===== src/rtl/nand_flash_command_sequencer_unit_assert.svh =====
// assertion macros for the nand command sequencer
// clocked on clk_i, disabled while rst_ni is low; no other dependencies
`ifndef NAND_FLASH_COMMAND_SEQUENCER_UNIT_ASSERT_SVH
`define NAND_FLASH_COMMAND_SEQUENCER_UNIT_ASSERT_SVH

// condition in the same cycle
`define NFCS_ASSERT_SAME(name, ante, cons, msg) \
  name: assert property (@(posedge clk_i) disable iff (!rst_ni) (ante) |-> (cons)) \
    else $error(msg);

// condition in the next cycle
`define NFCS_ASSERT_NEXT(name, ante, cons, msg) \
  name: assert property (@(posedge clk_i) disable iff (!rst_ni) (ante) |=> (cons)) \
    else $error(msg);

`endif


===== src/rtl/nfcs_pkg.sv =====
// shared types and codes of the nand command sequencer
// used by the front, queue, back and top modules; no dependencies
package nfcs_pkg;

  localparam int unsigned PagesPerBlock = 32;
  localparam int unsigned QueueDepth    = 4;
  localparam int unsigned QueuePtrW     = $clog2(QueueDepth);
  localparam int unsigned QueueCntW     = $clog2(QueueDepth + 1);

  // request codes
  localparam logic [2:0] OpReadId     = 3'd0;
  localparam logic [2:0] OpProgStart  = 3'd1;
  localparam logic [2:0] OpWriteByte  = 3'd2;
  localparam logic [2:0] OpProgCommit = 3'd3;
  localparam logic [2:0] OpReadStart  = 3'd4;
  localparam logic [2:0] OpRetByte    = 3'd5;
  localparam logic [2:0] OpErase      = 3'd6;
  localparam logic [2:0] OpFinish     = 3'd7;

  // bus cycle kinds
  localparam logic [2:0] KindCmd   = 3'd0;
  localparam logic [2:0] KindAddr  = 3'd1;
  localparam logic [2:0] KindWrite = 3'd2;
  localparam logic [2:0] KindRead  = 3'd3;
  localparam logic [2:0] KindWait  = 3'd4;
  localparam logic [2:0] KindDesel = 3'd5;

  // chip command bytes
  localparam logic [7:0] CmdPtrA        = 8'h00;
  localparam logic [7:0] CmdPtrB        = 8'h01;
  localparam logic [7:0] CmdReadId      = 8'h90;
  localparam logic [7:0] CmdProgSetup   = 8'h80;
  localparam logic [7:0] CmdProgConfirm = 8'h10;
  localparam logic [7:0] CmdStatus      = 8'h70;
  localparam logic [7:0] CmdEraseSetup  = 8'h60;
  localparam logic [7:0] CmdEraseConfirm = 8'hD0;
  localparam logic [7:0] IdAddr         = 8'h00;

  // sequence codes carried from front to back
  localparam logic [3:0] SeqReadId  = 4'd0;
  localparam logic [3:0] SeqProg    = 4'd1;
  localparam logic [3:0] SeqWrite   = 4'd2;
  localparam logic [3:0] SeqCommit  = 4'd3;
  localparam logic [3:0] SeqRdStart = 4'd4;
  localparam logic [3:0] SeqRdByte  = 4'd5;
  localparam logic [3:0] SeqIdDone  = 4'd6;
  localparam logic [3:0] SeqStatus  = 4'd7;
  localparam logic [3:0] SeqErase   = 4'd8;
  localparam logic [3:0] SeqDesel   = 4'd9;

  typedef struct packed {
    logic [3:0]  seq;
    logic        ptr;
    logic [7:0]  col;
    logic [15:0] addr;
    logic [7:0]  data;
    logic [15:0] id;
  } job_t;

  typedef struct packed {
    logic [2:0]  kind;
    logic [7:0]  bus_byte;
    logic [15:0] id_value;
    logic        id_valid;
    logic        status_valid;
    logic        status_fail;
    logic        last;
  } result_t;

endpackage


===== src/rtl/nfcs_front.sv =====
// request front end: tracks the phase, classifies requests into jobs
// depends on nfcs_pkg
module nfcs_front (
  input  logic           clk_i,
  input  logic           rst_ni,
  input  logic           in_valid_i,
  output logic           in_ready_o,
  input  logic [2:0]     op_i,
  input  logic [8:0]     column_i,
  input  logic [15:0]    page_i,
  input  logic [10:0]    block_i,
  input  logic [7:0]     write_data_i,
  input  logic [7:0]     flash_byte_i,
  input  logic           full_i,
  output logic           push_o,
  output nfcs_pkg::job_t job_o
);
  import nfcs_pkg::*;

  localparam logic [2:0] PhIdle  = 3'd0;
  localparam logic [2:0] PhId1   = 3'd1;
  localparam logic [2:0] PhId2   = 3'd2;
  localparam logic [2:0] PhProg  = 3'd3;
  localparam logic [2:0] PhPstat = 3'd4;
  localparam logic [2:0] PhRead  = 3'd5;
  localparam logic [2:0] PhEstat = 3'd6;

  logic [2:0]  phase_q, phase_d;
  logic [7:0]  id_hi_q, id_hi_d;
  logic        fire, push;
  logic [15:0] row;
  job_t        job;

  assign in_ready_o = !full_i;
  assign fire       = in_valid_i && in_ready_o;
  assign row        = 16'(32'(block_i) * 32'(PagesPerBlock));

  always_comb begin
    job      = '0;
    job.seq  = SeqDesel;
    job.ptr  = column_i[8];
    job.col  = column_i[7:0];
    job.addr = page_i;
    job.data = flash_byte_i;
    push     = 1'b0;
    phase_d  = phase_q;
    id_hi_d  = id_hi_q;
    unique case (op_i)
      OpReadId: begin
        job.seq = SeqReadId;
        push    = 1'b1;
        phase_d = PhId1;
      end
      OpProgStart: begin
        job.seq = SeqProg;
        push    = 1'b1;
        phase_d = PhProg;
      end
      OpWriteByte: begin
        job.seq  = SeqWrite;
        job.data = write_data_i;
        push     = (phase_q == PhProg);
      end
      OpProgCommit: begin
        job.seq = SeqCommit;
        if (phase_q == PhProg) begin
          push    = 1'b1;
          phase_d = PhPstat;
        end
      end
      OpReadStart: begin
        job.seq = SeqRdStart;
        push    = 1'b1;
        phase_d = PhRead;
      end
      OpRetByte: begin
        // meaning of a returned byte depends on the phase
        unique case (phase_q)
          PhId1: begin
            job.seq = SeqRdByte;
            push    = 1'b1;
            id_hi_d = flash_byte_i;
            phase_d = PhId2;
          end
          PhId2: begin
            job.seq = SeqIdDone;
            job.id  = {id_hi_q, flash_byte_i};
            push    = 1'b1;
            phase_d = PhIdle;
          end
          PhRead: begin
            job.seq = SeqRdByte;
            push    = 1'b1;
          end
          PhPstat, PhEstat: begin
            job.seq = SeqStatus;
            push    = 1'b1;
            phase_d = PhIdle;
          end
          default: begin
            push = 1'b0;
          end
        endcase
      end
      OpErase: begin
        job.seq  = SeqErase;
        job.addr = row;
        push     = 1'b1;
        phase_d  = PhEstat;
      end
      OpFinish: begin
        job.seq = SeqDesel;
        push    = 1'b1;
        phase_d = PhIdle;
      end
      default: begin
        push = 1'b0;
      end
    endcase
  end

  always_ff @(posedge clk_i or negedge rst_ni) begin
    if (!rst_ni) begin
      phase_q <= PhIdle;
      id_hi_q <= '0;
    end else if (fire) begin
      phase_q <= phase_d;
      id_hi_q <= id_hi_d;
    end
  end

  assign push_o = fire && push;
  assign job_o  = job;

endmodule


===== src/rtl/nfcs_queue.sv =====
// small job queue between front and back
// depends on nfcs_pkg
module nfcs_queue (
  input  logic           clk_i,
  input  logic           rst_ni,
  input  logic           push_i,
  input  nfcs_pkg::job_t push_job_i,
  output logic           full_o,
  input  logic           pop_i,
  output logic           head_valid_o,
  output nfcs_pkg::job_t head_o
);
  import nfcs_pkg::*;

  job_t                 mem_q [QueueDepth];
  logic [QueuePtrW-1:0] wr_ptr_q, rd_ptr_q;
  logic [QueueCntW-1:0] count_q;

  assign full_o       = (count_q == QueueCntW'(QueueDepth));
  assign head_valid_o = (count_q != '0);
  assign head_o       = mem_q[rd_ptr_q];

  always_ff @(posedge clk_i) begin
    if (push_i) begin
      mem_q[wr_ptr_q] <= push_job_i;
    end
  end

  always_ff @(posedge clk_i or negedge rst_ni) begin
    if (!rst_ni) begin
      wr_ptr_q <= '0;
      rd_ptr_q <= '0;
      count_q  <= '0;
    end else begin
      if (push_i) begin
        wr_ptr_q <= (wr_ptr_q == QueuePtrW'(QueueDepth - 1)) ? '0 : wr_ptr_q + 1'b1;
      end
      if (pop_i) begin
        rd_ptr_q <= (rd_ptr_q == QueuePtrW'(QueueDepth - 1)) ? '0 : rd_ptr_q + 1'b1;
      end
      if (push_i && !pop_i) begin
        count_q <= count_q + 1'b1;
      end else if (pop_i && !push_i) begin
        count_q <= count_q - 1'b1;
      end
    end
  end

endmodule


===== src/rtl/nfcs_back.sv =====
// bus cycle sequencer: steps through the queued job and fills the output register
// depends on nfcs_pkg
module nfcs_back (
  input  logic              clk_i,
  input  logic              rst_ni,
  input  logic              head_valid_i,
  input  nfcs_pkg::job_t    head_i,
  output logic              pop_o,
  output logic              out_valid_o,
  input  logic              out_ready_i,
  output nfcs_pkg::result_t out_o
);
  import nfcs_pkg::*;

  logic [2:0] step_q;
  logic       out_valid_q;
  result_t    out_q, res;
  logic       load, emit;
  logic [7:0] ptr_cmd;

  assign ptr_cmd = head_i.ptr ? CmdPtrB : CmdPtrA;

  always_comb begin
    res      = '0;
    res.kind = KindDesel;
    unique case (head_i.seq)
      SeqReadId: begin
        unique case (step_q)
          3'd0: begin
            res.kind = KindCmd;  res.bus_byte = CmdReadId;
          end
          default: begin
            res.kind = KindAddr; res.bus_byte = IdAddr; res.last = 1'b1;
          end
        endcase
      end
      SeqProg: begin
        unique case (step_q)
          3'd0: begin
            res.kind = KindCmd;  res.bus_byte = ptr_cmd;
          end
          3'd1: begin
            res.kind = KindCmd;  res.bus_byte = CmdProgSetup;
          end
          3'd2: begin
            res.kind = KindAddr; res.bus_byte = head_i.col;
          end
          3'd3: begin
            res.kind = KindAddr; res.bus_byte = head_i.addr[7:0];
          end
          3'd4: begin
            res.kind = KindAddr; res.bus_byte = head_i.addr[15:8];
          end
          default: begin
            res.kind = KindWait; res.last = 1'b1;
          end
        endcase
      end
      SeqWrite: begin
        res.kind = KindWrite; res.bus_byte = head_i.data; res.last = 1'b1;
      end
      SeqCommit: begin
        unique case (step_q)
          3'd0: begin
            res.kind = KindCmd;  res.bus_byte = CmdProgConfirm;
          end
          3'd1: begin
            res.kind = KindWait;
          end
          default: begin
            res.kind = KindCmd;  res.bus_byte = CmdStatus; res.last = 1'b1;
          end
        endcase
      end
      SeqRdStart: begin
        unique case (step_q)
          3'd0: begin
            res.kind = KindCmd;  res.bus_byte = ptr_cmd;
          end
          3'd1: begin
            res.kind = KindAddr; res.bus_byte = head_i.col;
          end
          3'd2: begin
            res.kind = KindAddr; res.bus_byte = head_i.addr[7:0];
          end
          3'd3: begin
            res.kind = KindAddr; res.bus_byte = head_i.addr[15:8];
          end
          default: begin
            res.kind = KindWait; res.last = 1'b1;
          end
        endcase
      end
      SeqRdByte: begin
        res.kind = KindRead; res.bus_byte = head_i.data; res.last = 1'b1;
      end
      SeqIdDone: begin
        res.id_value = head_i.id;
        res.id_valid = 1'b1;
        if (step_q == 3'd0) begin
          res.kind = KindRead; res.bus_byte = head_i.data;
        end else begin
          res.kind = KindDesel; res.last = 1'b1;
        end
      end
      SeqStatus: begin
        res.status_valid = 1'b1;
        res.status_fail  = head_i.data[0];
        if (step_q == 3'd0) begin
          res.kind = KindRead; res.bus_byte = head_i.data;
        end else begin
          res.kind = KindDesel; res.last = 1'b1;
        end
      end
      SeqErase: begin
        unique case (step_q)
          3'd0: begin
            res.kind = KindCmd;  res.bus_byte = CmdEraseSetup;
          end
          3'd1: begin
            res.kind = KindAddr; res.bus_byte = head_i.addr[7:0];
          end
          3'd2: begin
            res.kind = KindAddr; res.bus_byte = head_i.addr[15:8];
          end
          3'd3: begin
            res.kind = KindCmd;  res.bus_byte = CmdEraseConfirm;
          end
          3'd4: begin
            res.kind = KindWait;
          end
          default: begin
            res.kind = KindCmd;  res.bus_byte = CmdStatus; res.last = 1'b1;
          end
        endcase
      end
      default: begin
        res.kind = KindDesel; res.last = 1'b1;
      end
    endcase
  end

  // output register takes a new word when empty or being drained
  assign load  = !out_valid_q || out_ready_i;
  assign emit  = load && head_valid_i;
  assign pop_o = emit && res.last;

  always_ff @(posedge clk_i or negedge rst_ni) begin
    if (!rst_ni) begin
      step_q      <= '0;
      out_valid_q <= 1'b0;
    end else begin
      if (load) begin
        out_valid_q <= head_valid_i;
      end
      if (emit) begin
        step_q <= res.last ? '0 : step_q + 1'b1;
      end
    end
  end

  always_ff @(posedge clk_i) begin
    if (emit) begin
      out_q <= res;
    end
  end

  assign out_valid_o = out_valid_q;
  assign out_o       = out_q;

endmodule


===== src/rtl/nand_flash_command_sequencer_unit.sv =====
// nand command sequencer top level: front end, job queue, bus cycle sequencer
// depends on nfcs_pkg, nfcs_front, nfcs_queue, nfcs_back and the assertion header
//
// Usage: requests enter on the in channel (valid/ready, one word per request);
// each request turns into zero to six bus cycle words on the out channel
// (valid/ready), the final one of a request flagged by last_o. Returned bytes
// sampled from the chip come back in as requests with op 5.
// Path: with the queue and output register empty, an accepted request is written
// into the job queue, and its first bus cycle word then into the output register.
// Throughput: one output word per cycle while the receiver keeps out_ready_i high,
// set by the sequencer stepping one bus cycle per clock; a data byte request
// gives one word, a command request as many words as it has bus cycles. The front
// takes a new request every cycle while the four-entry job queue has room.
// Reset: phase goes idle, the ID high byte clears, the queue and output
// register empty. No clearing pass is needed.
// Stall: when the receiver holds out_ready_i low, the output word holds, the
// sequencer waits and the queue fills; in_ready_o drops once it is full.
module nand_flash_command_sequencer_unit (
  input  logic        clk_i,
  input  logic        rst_ni,
  input  logic        in_valid_i,
  output logic        in_ready_o,
  input  logic [2:0]  op_i,
  input  logic [8:0]  column_i,
  input  logic [15:0] page_i,
  input  logic [10:0] block_i,
  input  logic [7:0]  write_data_i,
  input  logic [7:0]  flash_byte_i,
  output logic        out_valid_o,
  input  logic        out_ready_i,
  output logic [2:0]  cycle_kind_o,
  output logic [7:0]  bus_byte_o,
  output logic [15:0] id_value_o,
  output logic        id_valid_o,
  output logic        status_valid_o,
  output logic        status_fail_o,
  output logic        last_o
);
  import nfcs_pkg::*;

  `include "nand_flash_command_sequencer_unit_assert.svh"

  logic    push, full, pop, head_valid;
  job_t    push_job, head;
  result_t out_word;

  nfcs_front u_front (
    .clk_i        (clk_i),
    .rst_ni       (rst_ni),
    .in_valid_i   (in_valid_i),
    .in_ready_o   (in_ready_o),
    .op_i         (op_i),
    .column_i     (column_i),
    .page_i       (page_i),
    .block_i      (block_i),
    .write_data_i (write_data_i),
    .flash_byte_i (flash_byte_i),
    .full_i       (full),
    .push_o       (push),
    .job_o        (push_job)
  );

  nfcs_queue u_queue (
    .clk_i        (clk_i),
    .rst_ni       (rst_ni),
    .push_i       (push),
    .push_job_i   (push_job),
    .full_o       (full),
    .pop_i        (pop),
    .head_valid_o (head_valid),
    .head_o       (head)
  );

  nfcs_back u_back (
    .clk_i        (clk_i),
    .rst_ni       (rst_ni),
    .head_valid_i (head_valid),
    .head_i       (head),
    .pop_o        (pop),
    .out_valid_o  (out_valid_o),
    .out_ready_i  (out_ready_i),
    .out_o        (out_word)
  );

  assign cycle_kind_o   = out_word.kind;
  assign bus_byte_o     = out_word.bus_byte;
  assign id_value_o     = out_word.id_value;
  assign id_valid_o     = out_word.id_valid;
  assign status_valid_o = out_word.status_valid;
  assign status_fail_o  = out_word.status_fail;
  assign last_o         = out_word.last;

  `NFCS_ASSERT_SAME(a_id_status_excl, out_valid_o, !(id_valid_o && status_valid_o), "id and status both flagged")
  `NFCS_ASSERT_SAME(a_flag_kind, out_valid_o && (id_valid_o || status_valid_o), (cycle_kind_o == KindRead) || (cycle_kind_o == KindDesel), "result flag on wrong cycle kind")
  `NFCS_ASSERT_SAME(a_idle_byte_zero, out_valid_o && ((cycle_kind_o == KindWait) || (cycle_kind_o == KindDesel)), bus_byte_o == 8'h00, "nonzero byte on wait or deselect")
  `NFCS_ASSERT_NEXT(a_full_blocks, full && !pop, !in_ready_o, "queue accepts while full")

endmodule


===== config.mk =====
export PLATFORM = sky130hd
export DESIGN_NAME = nand_flash_command_sequencer_unit
export DESIGN_NICKNAME = d
export VERILOG_FILES = /design/src/rtl/nfcs_pkg.sv /design/src/rtl/nfcs_front.sv /design/src/rtl/nfcs_queue.sv /design/src/rtl/nfcs_back.sv /design/src/rtl/nand_flash_command_sequencer_unit.sv
export VERILOG_INCLUDE_DIRS = /design/src /design/src/rtl
export SDC_FILE = /design/constraint.sdc
export NUM_CORES = 1
export LEC_CHECK = 0
export BUFFER_PORTS_ARGS = -buffer_cell sky130_fd_sc_hd__buf_2
export CAP_MARGIN = 20
export CORE_AREA = 2 2 239 147
export DETAILED_ROUTE_END_ITERATION = 10
export DIE_AREA = 0 0 241 149
export PLACE_DENSITY = 0.52
export SLEW_MARGIN = 20
export SYNTH_ARGS = -nofsm -noshare
export SYNTH_HDL_FRONTEND = slang
export SYNTH_SLANG_ARGS = --single-unit

===== constraint.sdc =====
create_clock -name clk_i -period 4.09 [get_ports clk_i]
set_clock_uncertainty 0.1 [all_clocks]
set_input_delay 0 -clock clk_i [delete_from_list [all_inputs] [get_ports clk_i]]
set_output_delay 0 -clock clk_i [all_outputs]
set_load 0.01 [all_outputs]

**After elaboration in Yosys (flattened, before gate mapping)**

Memory sizes are Yosys's and may differ from the RTL's.
Cells that the tools add are included.

- Equal/unequal tests: 30
- $add $sub $neg: 5
- Reduce and logical (&&, ||, !) cells: 34
- Muxes and demuxes: 40

Operators with widths:

| cell | count |
|---|---|
| $pmux W8 S5 | 2 |
| $pmux W8 S7 | 1 |
| $mux W16 | 3 |
| $pmux W4 S8 | 1 |
| $pmux W8 S4 | 1 |
| $eq A3 B3 Y1 const B | 9 |
| $pmux W3 S2 | 4 |
| $pmux W3 S8 | 1 |
| $pmux W3 S7 | 1 |
| $eq A3 B2 Y1 const B | 6 |
| $mux W3 | 6 |
| $eq A4 B3 Y1 const B | 4 |
| $mux W8 | 2 |
| $reduce_or A5 Y1 | 3 |
| $pmux W7 S2 | 1 |
| $reduce_or A2 Y1 | 7 |
| $pmux W4 S3 | 1 |
| $reduce_or A3 Y1 | 4 |
| $mux W1 | 10 |
| $eq A3 B1 Y1 const B | 3 |
| $mux W9 | 1 |
| $eq A4 B2 Y1 const B | 2 |
| $pmux W1 S4 | 2 |
| $reduce_bool A7 Y1 | 1 |
| other kinds (19) | 33 |

- Output and inout port bits: 33
- Register bits: 53
- Logic and storage cells: 124
- RAM bits: 212
- Memories kept: 1

Memories:

| memory | words | bits a word | rd ports | clocked after memory_dff | wr ports | RTL line | text |
|---|---|---|---|---|---|---|---|
| u_queue.mem_q | 4 | 53 | 1 | 0 | 1 | nfcs_queue.sv:15 | `job_t mem_q [QueueDepth];` |

**Longest topological paths before layout**

Gate-level depths: netlist of run 1.

- Word-level depth: 9
- Gate-level depth with buffers: 14
- Mapped depth without buffers: 13

**Cells and area by module**

Synthesis of run 1 repeated with hierarchy kept, for this count alone.

- Cell total of the unflattened synthesis: 652
- Area, all modules: 11578.6 sq um

By module, submodules not included:

| module | instances | cells each | area an instance (sq um) |
|---|---|---|---|
| nfcs_queue | 1 | 314 | 8132.8 |
| nfcs_back | 1 | 221 | 2343.5 |
| nfcs_front | 1 | 117 | 1102.3 |

**Least setup slack after synthesis of run 1**

Ideal clock, no wire load.

- Kind: register to register
- Start point: reg u_front.phase_q[0]
- End point: mem u_queue.mem_q[0][0] (netlist name), enable pin
- Data arrival time: 2664 ps
- Buffers on the path: 1
- Period minus slack after synthesis: 3180 ps
- Stages on the path, launching flop included: 6
- Setup slack: 910 ps
- Cells stage by stage: dfrtp_1 -> clkbuf_1 -> nor2b_1 -> nor2_1 -> a2111oi_2 -> and2_1

- Word-level cells in the longest chain between the ends: 7
- Elaborated cells between the ends (all ways): 13
- Those cells by class: 6 x eq/ne; 5 x mux; 2 x reduce/logical

RTL lines:

| item | RTL line | text |
|---|---|---|
| start: declaration | nfcs_front.sv:28 | `logic [2:0] phase_q, phase_d;` |
| start signal: assignment | nfcs_front.sv:124 | `phase_q <= PhIdle;` |
| start signal: assignment | nfcs_front.sv:127 | `phase_q <= phase_d;` |
| $eq A3 B1 Y1 (tied with other cells) | nfcs_front.sv:78 | `unique case (phase_q)` |
| $reduce_or A5 Y1 (no line) | - |  |
| $mux W1 | nfcs_front.sv:78 |  |
| $pmux W1 S4 (*) | nfcs_front.sv:48 | `unique case (op_i)` |
| $logic_and A1 B1 Y1 (*) | nfcs_front.sv:132 | `assign push_o = fire && push;` |
| named net push | nand_flash_command_sequencer_unit.sv:43 | `logic push, full, pop, head_valid;` |
| $mux W1 (*) | nfcs_queue.sv:24 | `if (push_i) begin` |
| $mux W1 (not written as such) (*) | nfcs_queue.sv:25 | `mem_q[wr_ptr_q] <= push_job_i;` |
| end: declaration | nfcs_queue.sv:15 |  |

Mark *: on every way through the listed nets, which the timed path passes. The rest lies on a longest branch.

**Worst setup path in the final report of run 1**

- Start point: reg u_queue.rd_ptr_q[0]
- End point: reg u_queue.count_q[2]

- Word-level cells in the longest chain between the ends: 8
- Elaborated cells between the ends (all ways): 17
- Those cells by class: 6 x eq/ne; 2 x mux; 8 x reduce/logical; 1 x memory

RTL lines:

| item | RTL line | text |
|---|---|---|
| start: declaration | nfcs_queue.sv:16 | `logic [QueuePtrW-1:0] wr_ptr_q, rd_ptr_q;` |
| start signal: assignment | nfcs_queue.sv:39 | `rd_ptr_q <= (rd_ptr_q == QueuePtrW'(QueueDepth - 1)) ? '0 : rd_ptr_q + 1'b1;` |
| $mem_v2 Z4 W53 (*) | - |  |
| $eq A4 B3 Y1 (tied with other cells) | nfcs_back.sv:26 | `unique case (head_i.seq)` |
| $reduce_or A3 Y1 (no line) or $reduce_or A2 Y1 (tied branches) | - |  |
| $pmux W1 S4 (*) | nfcs_back.sv:26 |  |
| $logic_and A1 B1 Y1 (*) | nfcs_back.sv:146 | `assign pop_o = emit && res.last;` |
| $logic_not A1 Y1 | nfcs_queue.sv:41 | `if (push_i && !pop_i) begin` |
| $logic_and A1 B1 Y1 | nfcs_queue.sv:41 |  |
| $mux W3 or $reduce_bool A2 Y1 (tied branches) | - |  |
| end signal: assignment | nfcs_queue.sv:42 | `count_q <= count_q + 1'b1;` |
| end signal: assignment | nfcs_queue.sv:44 | `count_q <= count_q - 1'b1;` |
| end: declaration | nfcs_queue.sv:17 | `logic [QueueCntW-1:0] count_q;` |

Every way passes the cells marked *; elsewhere a longest branch is shown, timed or not.
A chain may end at the register's enable or synchronous reset.

==> impl_metrics.ini, run 1 <==
[timing]
slew_viol_final = 0
timing.fmax_ghz = 0.301
slew_headroom_pct = 29.8
fin_crit_ns = 3.32
worstMarginPinSlew_ns = 1.05
fin_crit_sh_pct = 81.2
setup_viol = 0
tns_ns = 0
whs_ns = 0.118
rsz0062_at_grt = false
hold_viol = 0

[synth]
synth_ff_type = edfxtp_1
yosysMostFrequentCell = edfxtp_1
synth_nets = 706
ys_types = 63
synth_top_area_share_pct = 64.5
synth_common_cells = edfxtp_1, mux4_2, mux2_2
ys_warn_count = 0
async_flop_share_pct = 8.30
syn-instance-count = 635
synth-seq-cells = 265
synth_area_leaders = edfxtp_1, mux4_2, dfrtp_1
synth-seq-area-share_pct = 69.4
syn_area_per_cell_um2 = 17.8
yosysTopAreaCell = edfxtp_1
synth_area_um2 = 11300
synth-edff-count = 243

[power_and_ir_drop]
vdd.ir_drop.worst_uv = 366
power.leakage_nw = 4.84
p_clk_share_pct = 25.8
sw_frac_of_total_pct = 32.2
combPwrFrac_pct = 34.0
power.internal_w = 0.00655
switchingPower_w = 0.00310
p_per_area_nw_per_um2 = 695
p_seq_share_pct = 40.2

[place]
io_buffers = 91
dp_hpwl_um = 17200
dp.cells = 1173
gp_congestion = 0.796

[critical_path]
path_cells = mux4_2 -> and2b_1 -> o32ai_4 -> a31oi_2 -> inv_1 -> ha_1 -> inv_1 -> fa_1 -> xor2_1 -> nor2_1 -> xor2_1
criticalPathCategory = reg2reg
critPathRequiredTime_ns = 4.45
crit_slowest_cell = mux4_2
crit_path_end_kind = register
worst_ep_arrival_time_ns = 3.69
cp.depth = 11
crit_family = multiplexers
crit_buf_inv = 2
crit_fanout = 15
rr_worst_depth = 11
regToRegSetupSlack_ns = 0.77
crit_path_max_incr_delay_ns = 0.73
cp-start-kind = register

[layout]
diodes = 0
area_growth_pct = 22.7
drive_gt1_share_pct = 30.3
fill_cells = 3129
final_nets = 867
stdcell_count = 1283

[global_route]
track_usage_pct = 15.0
grt_antenna_before_repair = 1
grt_pass1_wl_um = 40600
grt_pass1_vias = 6823
grt_start_max_net_pins = 40
grt_overflow_total = 0

[floorplan]
io_pins = 92
die_w_um = 241
std_cell_rows = 53
start_util_pct = 33.2
die_y_um = 149
core_area_um2 = 34100
dieArea_um2 = 35900

[route]
wirelength_um = 26500
drtPass1Iterations = 5
viasPerCell = 5.02
drtIter0Drc = 551
vias = 6435
wl_per_cell_um = 20.7
drc = 0
ant_nets = 0

[clock_tree]
clk_latency_ns = 0.54
h-tree-depth = 1
cts.sinks = 265
cts-root-buf = clkbuf_16
clk_pin_slew_ns = 0.06
clockBufferDepth = 3
numCtsBuffers = 26
cts_tree = done

[run_status]
status = finished clean

[worst_hold_path]
min_path_cells = 2
hold_path.class = in2reg

[job]
cap_violations = 0
[power by group through the flow]
stage / registers, W / logic, W / clock network (W)
2_1_floorplan: 0.00389 / 0.00229 / 0
3_3_place_gp: 0.00391 / 0.00321 / 0
3_5_place_dp: 0.00394 / 0.00325 / 0
4_1_cts: 0.00389 / 0.00333 / 0.00256
5_1_grt: 0.00394 / 0.00359 / 0.00265
6_report: 0.00387 / 0.00328 / 0.00249
[kinds of logic (layout without fill, tap and decap cells)]
logic type / Yosys count / count (layout) / synth area share [%]
compound gates: 90 / 90 / 6.55
xor+xnor: 3 / 3 / 0.232
fa+ha+maj: 12 / 12 / 1.39
buf+inv: 49 / 230 / 1.95
flops: 265 / 265 / 69.4
mux: 87 / 87 / 13.9
simple gates: 129 / 129 / 6.54
[routing by layer]
layer | global-route usage, % | vias up | wire length [µm]
met5 | 0 | - | 0
met4 | 3.21 | 0 | 394
met3 | 2.65 | 35 | 1260
met2 | 24.1 | 191 | 12400
met1 | 21.4 | 3319 | 12500
li1 | - | 2890 | -
[per-stage QoR]
step	area [µm²]	total power (W)	util [%]	setup slack (ns)
2_1_floorplan	11300	0.00618	-	0.910
3_3_place_gp	12300	0.00712	36.2	0.808
3_5_place_dp	12300	0.00719	36.2	0.770
4_1_cts	13900	0.00978	40.7	0.740
5_1_grt	13900	0.0102	40.7	0.594
6_report	13900	0.00965	40.7	0.769
[worst paths after layout]
path                                            startpoint                              end
setup / recovery           u_queue.rd_ptr_q[0]$_DFFE_PN0P_   u_queue.count_q[2]$_DFFE_PN0P_
hold / removal                                 column_i[8]   u_queue.mem_q[3][48]$_DFFE_PP_
setup reg to reg           u_queue.rd_ptr_q[0]$_DFFE_PN0P_   u_queue.count_q[2]$_DFFE_PN0P_
hold reg to reg             u_front.id_hi_q[1]$_DFFE_PN0P_   u_front.id_hi_q[1]$_DFFE_PN0P_
max in group asynchronous                           rst_ni  u_queue.rd_ptr_q[0]$_DFFE_PN0P_
min in group asynchronous                           rst_ni   u_front.phase_q[0]$_DFFE_PN0P_
[registers in the layout (all words and copies together) (netlist names)]
| name | count |
|---|---|
| u_front.id_hi_q | 8 |
| u_front.phase_q | 3 |
| u_queue.rd_ptr_q | 2 |
| u_back.step_q | 3 |
| u_queue.count_q | 3 |
| u_queue.wr_ptr_q | 2 |
| u_queue.mem_q | 212 |
| u_back.out_o | 31 |
| u_back.out_valid_o | 1 |
[layout make-up]
class	instances	area, µm²	share of cell area [%]
Clock buffer	40	773	5.57
Clock inverter	8	126	0.911
Inverter	16	60.1	0.433
Multi-Input combinational cell	321	3250	23.4
Sequential cell	265	7850	56.6
Tap cell	467	584	4.21
Timing Repair Buffer	166	1230	8.89
[cell usage in the layout (no fill, tap or decap), types with 7 or more instances in the layout]
| cell | netlist | routed |
|---|---|---|
| a22o_1 | 10 | 10 |
| clkbuf_8 | 0 | 7 |
| a21oi_1 | 13 | 13 |
| clkbuf_1 | 19 | 7 |
| nor2b_1 | 23 | 23 |
| edfxtp_1 | 243 | 243 |
| a221oi_1 | 7 | 7 |
| a22oi_1 | 10 | 10 |
| o22ai_1 | 8 | 8 |
| buf_4 | 1 | 9 |
| mux2_2 | 32 | 32 |
| and2_1 | 30 | 26 |
| nand2_1 | 22 | 22 |
| buf_2 | 8 | 91 |
| dfrtp_1 | 22 | 20 |
| nor2_1 | 16 | 15 |
| clkbuf_16 | 0 | 26 |
| mux4_2 | 53 | 53 |
| dlygate4sd3_1 | 0 | 61 |
| nand2b_1 | 7 | 7 |
| inv_1 | 16 | 15 |
| ha_1 | 11 | 11 |
[repair_timing]
action / CTS / global route
resized for setup: 0 / 0
endpoints found under the hold margin: 213 / 0
hold buffers: 62 / 0
setup buffers: 0 / 0
Power figures use the tool's default switching activity.
==> run 2, diff against run 1 <==
--- a/config.mk
+++ b/config.mk
@@ -11,7 +11,7 @@
 export CORE_AREA = 2 2 239 147
 export DETAILED_ROUTE_END_ITERATION = 10
 export DIE_AREA = 0 0 241 149
-export PLACE_DENSITY = 0.52
+export PLACE_DENSITY = 0.54
 export SLEW_MARGIN = 20
 export SYNTH_ARGS = -nofsm -noshare
 export SYNTH_HDL_FRONTEND = slang
==> constraint.sdc (replaced) <==
create_clock -name clk_i -period 2.7 [get_ports clk_i]
set_clock_uncertainty 0.1 [all_clocks]
set_input_delay 0 -clock clk_i [delete_from_list [all_inputs] [get_ports clk_i]]
set_output_delay 0 -clock clk_i [all_outputs]
set_load 0.01 [all_outputs]
==> impl_metrics.ini, run 2 (synthesis gave the netlist of run 1 again) <==
[power_and_ir_drop]
power.internal_w = 0.0108
sw_frac_of_total_pct = 32.0
switchingPower_w = 0.00506
combPwrFrac_pct = 41.3
p_per_area_nw_per_um2 = 1080
power.leakage_nw = 5.28
p_clk_share_pct = 21.8
vdd.ir_drop.worst_uv = 549
p_seq_share_pct = 36.9

[layout]
diodes = 0
stdcell_area_um2 = 14700
layout_common_cells = edfxtp_1, buf_2, buf_4
largest_register = u_queue.mem_q
drive_gt1_share_pct = 38.7
area.sequential_um2 = 7850
multi_input_area_um2 = 3340
area_growth_pct = 29.8
fill_cells = 3135
largest_register_ffs = 212
final_nets = 952
mostFrequentLayoutCell = edfxtp_1

[clock_tree]
clockBufferDepth = 3
clk_pin_slew_ns = 0.06
h-tree-depth = 1
cts-root-buf = clkbuf_16
numCtsBuffers = 25
cts.sinks = 265
clk_latency_ns = 0.55
cts_tree = done

[route]
wirelength_um = 26700
viasPerCell = 4.91
vias = 6706
drc = 0
drtIter0Drc = 595
drtPass1Iterations = 4
wl_per_cell_um = 19.5
ant_nets = 0

[timing]
setup_viol = 9
tns_ns = -1.39
fin_ws_ns = -0.345
slew_viol_final = 0
fin_crit_ns = 3.04
fin_crit_sh_pct = 113
timing.fmax_ghz = 0.328
hold_viol = 0
slew_headroom_pct = 30.4
rsz0062_at_grt = true
worstMarginPinSlew_ns = 1.04

[run_status]
failed_checks = negative setup slack
status = finished, violations left

[place]
io_buffers = 91
gp_congestion = 0.855
dp_hpwl_um = 17300
dpl_cell_area_um2 = 12800

[global_route]
grt_overflow_total = 0
grt_start_max_net_pins = 54
track_usage_pct = 15.0
grt_pass1_wl_um = 40700
grt_antenna_before_repair = 0
grt_pass1_vias = 6880

[critical_path]
critPathRequiredTime_ns = 3.03
crit_fanout = 5
worst_ep_arrival_time_ns = 3.38
cp-start-kind = register
criticalPathCategory = reg2reg
crit_path_end_kind = register

[floorplan]
die_w_um = 241
core_area_um2 = 34100
io_pins = 92
dieArea_um2 = 35900
die_y_um = 149
start_util_pct = 33.2
std_cell_rows = 53

[worst_hold_path]
hold_path.class = in2reg

[job]
cap_violations = 0
## run 2: cell types whose count changed in the layout (fill, tap and decap cells not counted), moves of 3 or more
cell	change
buf_4	+64
buf_6	+15
clkbuf_8	-7
buf_12	+6
mux2_4	+4
o22ai_1	-3
o22ai_2	+3
## run 2: layout make-up
type                    instances  share of cell area (%)
multi-input cells             321                    22.8
clock inverters                13                   0.921
inverters                      16                   0.409
flip-flops and latches        265                    53.5
repair buffers                252                    13.9
clock buffers                  32                    4.44
well taps                     467                    3.98
## run 2: per-stage QoR
stage	hold slack, ns	setup slack [ns]	util, %	instances	power [W]
floorplan	-0.396	-0.323	-	635	0.00937
global placement	-0.0612	-0.282	37.5	1224	0.0114
detailed placement	-0.0501	-0.334	37.5	1224	0.0114
CTS	0.0990	-0.325	41.9	1337	0.0153
global route	0.119	-0.472	43.1	1366	0.0167
finish	0.119	-0.345	43.1	1366	0.0158
## run 2: worst paths after layout
kind,end,slack (ns),startpoint,cells after the start
min reg2reg,u_queue.count_q[2]$_DFFE_PN0P_,0.40,u_queue.count_q[2]$_DFFE_PN0P_,1
min in group asynchronous,u_back.out_valid_o$_DFFE_PN0P_,0.36,rst_ni,4
max reg2reg,u_queue.count_q[1]$_DFFE_PN0P_,-0.34,u_queue.rd_ptr_q[0]$_DFFE_PN0P_,11
max,u_queue.count_q[1]$_DFFE_PN0P_,-0.34,u_queue.rd_ptr_q[0]$_DFFE_PN0P_,11
max in group asynchronous,u_queue.rd_ptr_q[0]$_DFFE_PN0P_,1.96,rst_ni,4
min,u_queue.mem_q[3][46]$_DFFE_PP_,0.12,column_i[6],2
## run 2: metal layers
metal | track usage [%] | routed length (µm) | up-vias
li1 | - | - | 3057
met1 | 22.6 | 13200 | 3455
met2 | 22.2 | 11600 | 163
met3 | 3.16 | 1300 | 31
met4 | 3.21 | 503 | 0
met5 | 0 | 0 | -
## run 2: what timing repair did
item | in CTS | in global routing
gates cloned | 0 | 1
buffers inserted | 8 | 28
resized for setup | 12 | 32
endpoints found under the setup margin | 9 | 14
hold buffers | 61 | 0
hold endpoints to repair | 213 | 0
pin swaps | 7 | 17
## run 2: power by group through the flow
stage | logic (W) | clock network (W) | registers [W]
finish | 0.00653 | 0.00345 | 0.00584
global route | 0.00707 | 0.00368 | 0.00593
CTS | 0.00588 | 0.00354 | 0.00585
detailed placement | 0.00552 | 0 | 0.00593
global placement | 0.00547 | 0 | 0.00592
floorplan | 0.00349 | 0 | 0.00588
## run 2: worst max-delay path, cell delays in order (launching register included)
cell,delay [ns]
dfrtp_4,0.47
mux4_2,0.58
buf_4,0.17
buf_6,0.12
nor3b_4,0.21
o32ai_4,0.14
a31oi_4,0.18
inv_2,0.07
ha_4,0.16
inv_2,0.05
fa_2,0.41
mux2_4,0.27
==> run 3, diff against run 2 <==
--- a/config.mk
+++ b/config.mk
@@ -8,10 +8,10 @@
 export LEC_CHECK = 0
 export BUFFER_PORTS_ARGS = -buffer_cell sky130_fd_sc_hd__buf_2
 export CAP_MARGIN = 20
-export CORE_AREA = 2 2 239 147
+export CORE_AREA = 2 2 208 128
 export DETAILED_ROUTE_END_ITERATION = 10
-export DIE_AREA = 0 0 241 149
-export PLACE_DENSITY = 0.54
+export DIE_AREA = 0 0 210 130
+export PLACE_DENSITY = 0.64
 export SLEW_MARGIN = 20
 export SYNTH_ARGS = -nofsm -noshare
 export SYNTH_HDL_FRONTEND = slang
==> constraint.sdc (replaced) <==
create_clock -name clk_i -period 3.74 [get_ports clk_i]
set_clock_uncertainty 0.1 [all_clocks]
set_input_delay 0 -clock clk_i [delete_from_list [all_inputs] [get_ports clk_i]]
set_output_delay 0 -clock clk_i [all_outputs]
set_load 0.01 [all_outputs]
==> impl_metrics.ini, run 3 (synthesis gave the netlist of run 1 again) <==
[run_status]
status = finished clean

[floorplan]
die_w_um = 210
io_pins = 92
start_util_pct = 44.0
die_y_um = 130
std_cell_rows = 46
dieArea_um2 = 27300
core_area_um2 = 25700

[power_and_ir_drop]
power.total_w = 0.0103
power.leakage_nw = 4.81
vdd.ir_drop.worst_uv = 389
p_per_area_nw_per_um2 = 756

[layout]
stdcell_area_um2 = 13600
multi_input_area_um2 = 3250
stdcell_count = 1157
fin_util_pct = 53.0
largest_register = u_queue.mem_q
largest_register_ffs = 212
diodes = 0
drive_gt1_share_pct = 30.2
fill_cells = 2056
layout_common_cells = edfxtp_1, buf_2, dlygate4sd3_1
final_nets = 872
area_growth_pct = 20.6
area.sequential_um2 = 7850
mostFrequentLayoutCell = edfxtp_1

[worst_hold_path]
hold_path.class = in2reg
min_path_cells = 2

[route]
wl_per_cell_um = 21.1
vias = 6464
viasPerCell = 5.59
drtIter0Drc = 628
drc = 0
ant_nets = 0
wirelength_um = 24400
drtPass1Iterations = 5

[global_route]
grt_overflow_total = 0
grt_pass1_vias = 6657
grt_start_max_net_pins = 54
grt_pass1_wl_um = 38200
track_usage_pct = 18.4
grt_antenna_before_repair = 0

[timing]
hold_viol = 0
slew_headroom_pct = 34.2
slew_viol_final = 0
fin_crit_ns = 3.21
timing.fmax_ghz = 0.311
rsz0062_at_grt = false
tns_ns = 0
fin_crit_sh_pct = 85.9
setup_viol = 0
worstMarginPinSlew_ns = 0.983

[place]
dp.cells = 1047
io_buffers = 91
dpl_cell_area_um2 = 12200
gp_congestion = 0.930
dp_hpwl_um = 15400

[critical_path]
cp-start-kind = register
criticalPathCategory = reg2reg
worst_ep_arrival_time_ns = 3.55
path_cells = mux4_2 -> nor3b_4 -> o32ai_4 -> a31oi_2 -> inv_1 -> ha_1 -> inv_1 -> fa_1 -> xor2_1 -> nor2_1 -> xor2_1
crit_fanout = 14
critPathRequiredTime_ns = 4.07
cp.depth = 11
crit_path_end_kind = register
crit_buf_inv = 2
crit_slowest_cell = mux4_2
crit_family = multiplexers
rr_worst_depth = 11
crit_path_max_incr_delay_ns = 0.67

[clock_tree]
cts-root-buf = clkbuf_16
clk_pin_slew_ns = 0.06
numCtsBuffers = 26
clockBufferDepth = 3
h-tree-depth = 1
cts_hold_buf = 62
postCtsSetupRepairBufs = 0
clk_latency_ns = 0.52
cts_tree = done
cts.sinks = 265
ctsResizeCount = 0

[job]
cap_violations = 0
==> run 3: changes by cell type in the layout (fill, tap and decap cells not counted), sizes merged <==
cell,previous run,this run
clkbuf,33,32
inv,19,17
clkinvlp,1,3
dlygate4sd3,60,61
clkinv,7,10
buf,191,110
==> run 3: layout make-up <==
type | count | area share [%]
Clock inverter | 16 | 0.972
Timing Repair Buffer | 171 | 9.04
Clock buffer | 32 | 5.09
Tap cell | 336 | 3.08
Multi-Input combinational cell | 321 | 23.8
Inverter | 16 | 0.440
Sequential cell | 265 | 57.6
==> run 3: metrics by stage <==
stage,worst slack [ns],hold WS [ns]
finish,0.526,0.131
global route,0.371,0.138
CTS,0.522,0.114
detailed placement,0.559,-0.0670
global placement,0.627,-0.0814
floorplan,0.560,-0.396
==> run 3: final timing paths <==
check	startpoint	endpoint	slack, ns
max	u_queue.rd_ptr_q[0]$_DFFE_PN0P_	u_queue.count_q[2]$_DFFE_PN0P_	0.53
min	column_i[7]	u_queue.mem_q[3][47]$_DFFE_PP_	0.13
max reg2reg	u_queue.rd_ptr_q[0]$_DFFE_PN0P_	u_queue.count_q[2]$_DFFE_PN0P_	0.53
min reg2reg	u_front.id_hi_q[0]$_DFFE_PN0P_	u_front.id_hi_q[0]$_DFFE_PN0P_	0.41
max in group asynchronous	rst_ni	u_queue.rd_ptr_q[0]$_DFFE_PN0P_	2.95
min in group asynchronous	rst_ni	u_front.id_hi_q[6]$_DFFE_PN0P_	0.43
==> run 3: layer usage <==
metal | GRT usage [%] | part of all wire (%)
met1 | 26.9 | 46
met3 | 2.58 | 5.1
met4 | 4.34 | 1.8
met2 | 29.7 | 47
met5 | 0 | 0
==> run 3: power breakdown <==
group	leakage [nW]	total (W)	internal, W	switching, W
clock	0.395	0.00253	0.00146	0.00107
sequential	2.54	0.00421	0.00397	0.000240
combinational	1.88	0.00358	0.00156	0.00202
total	4.81	0.0103	0.00699	0.00333
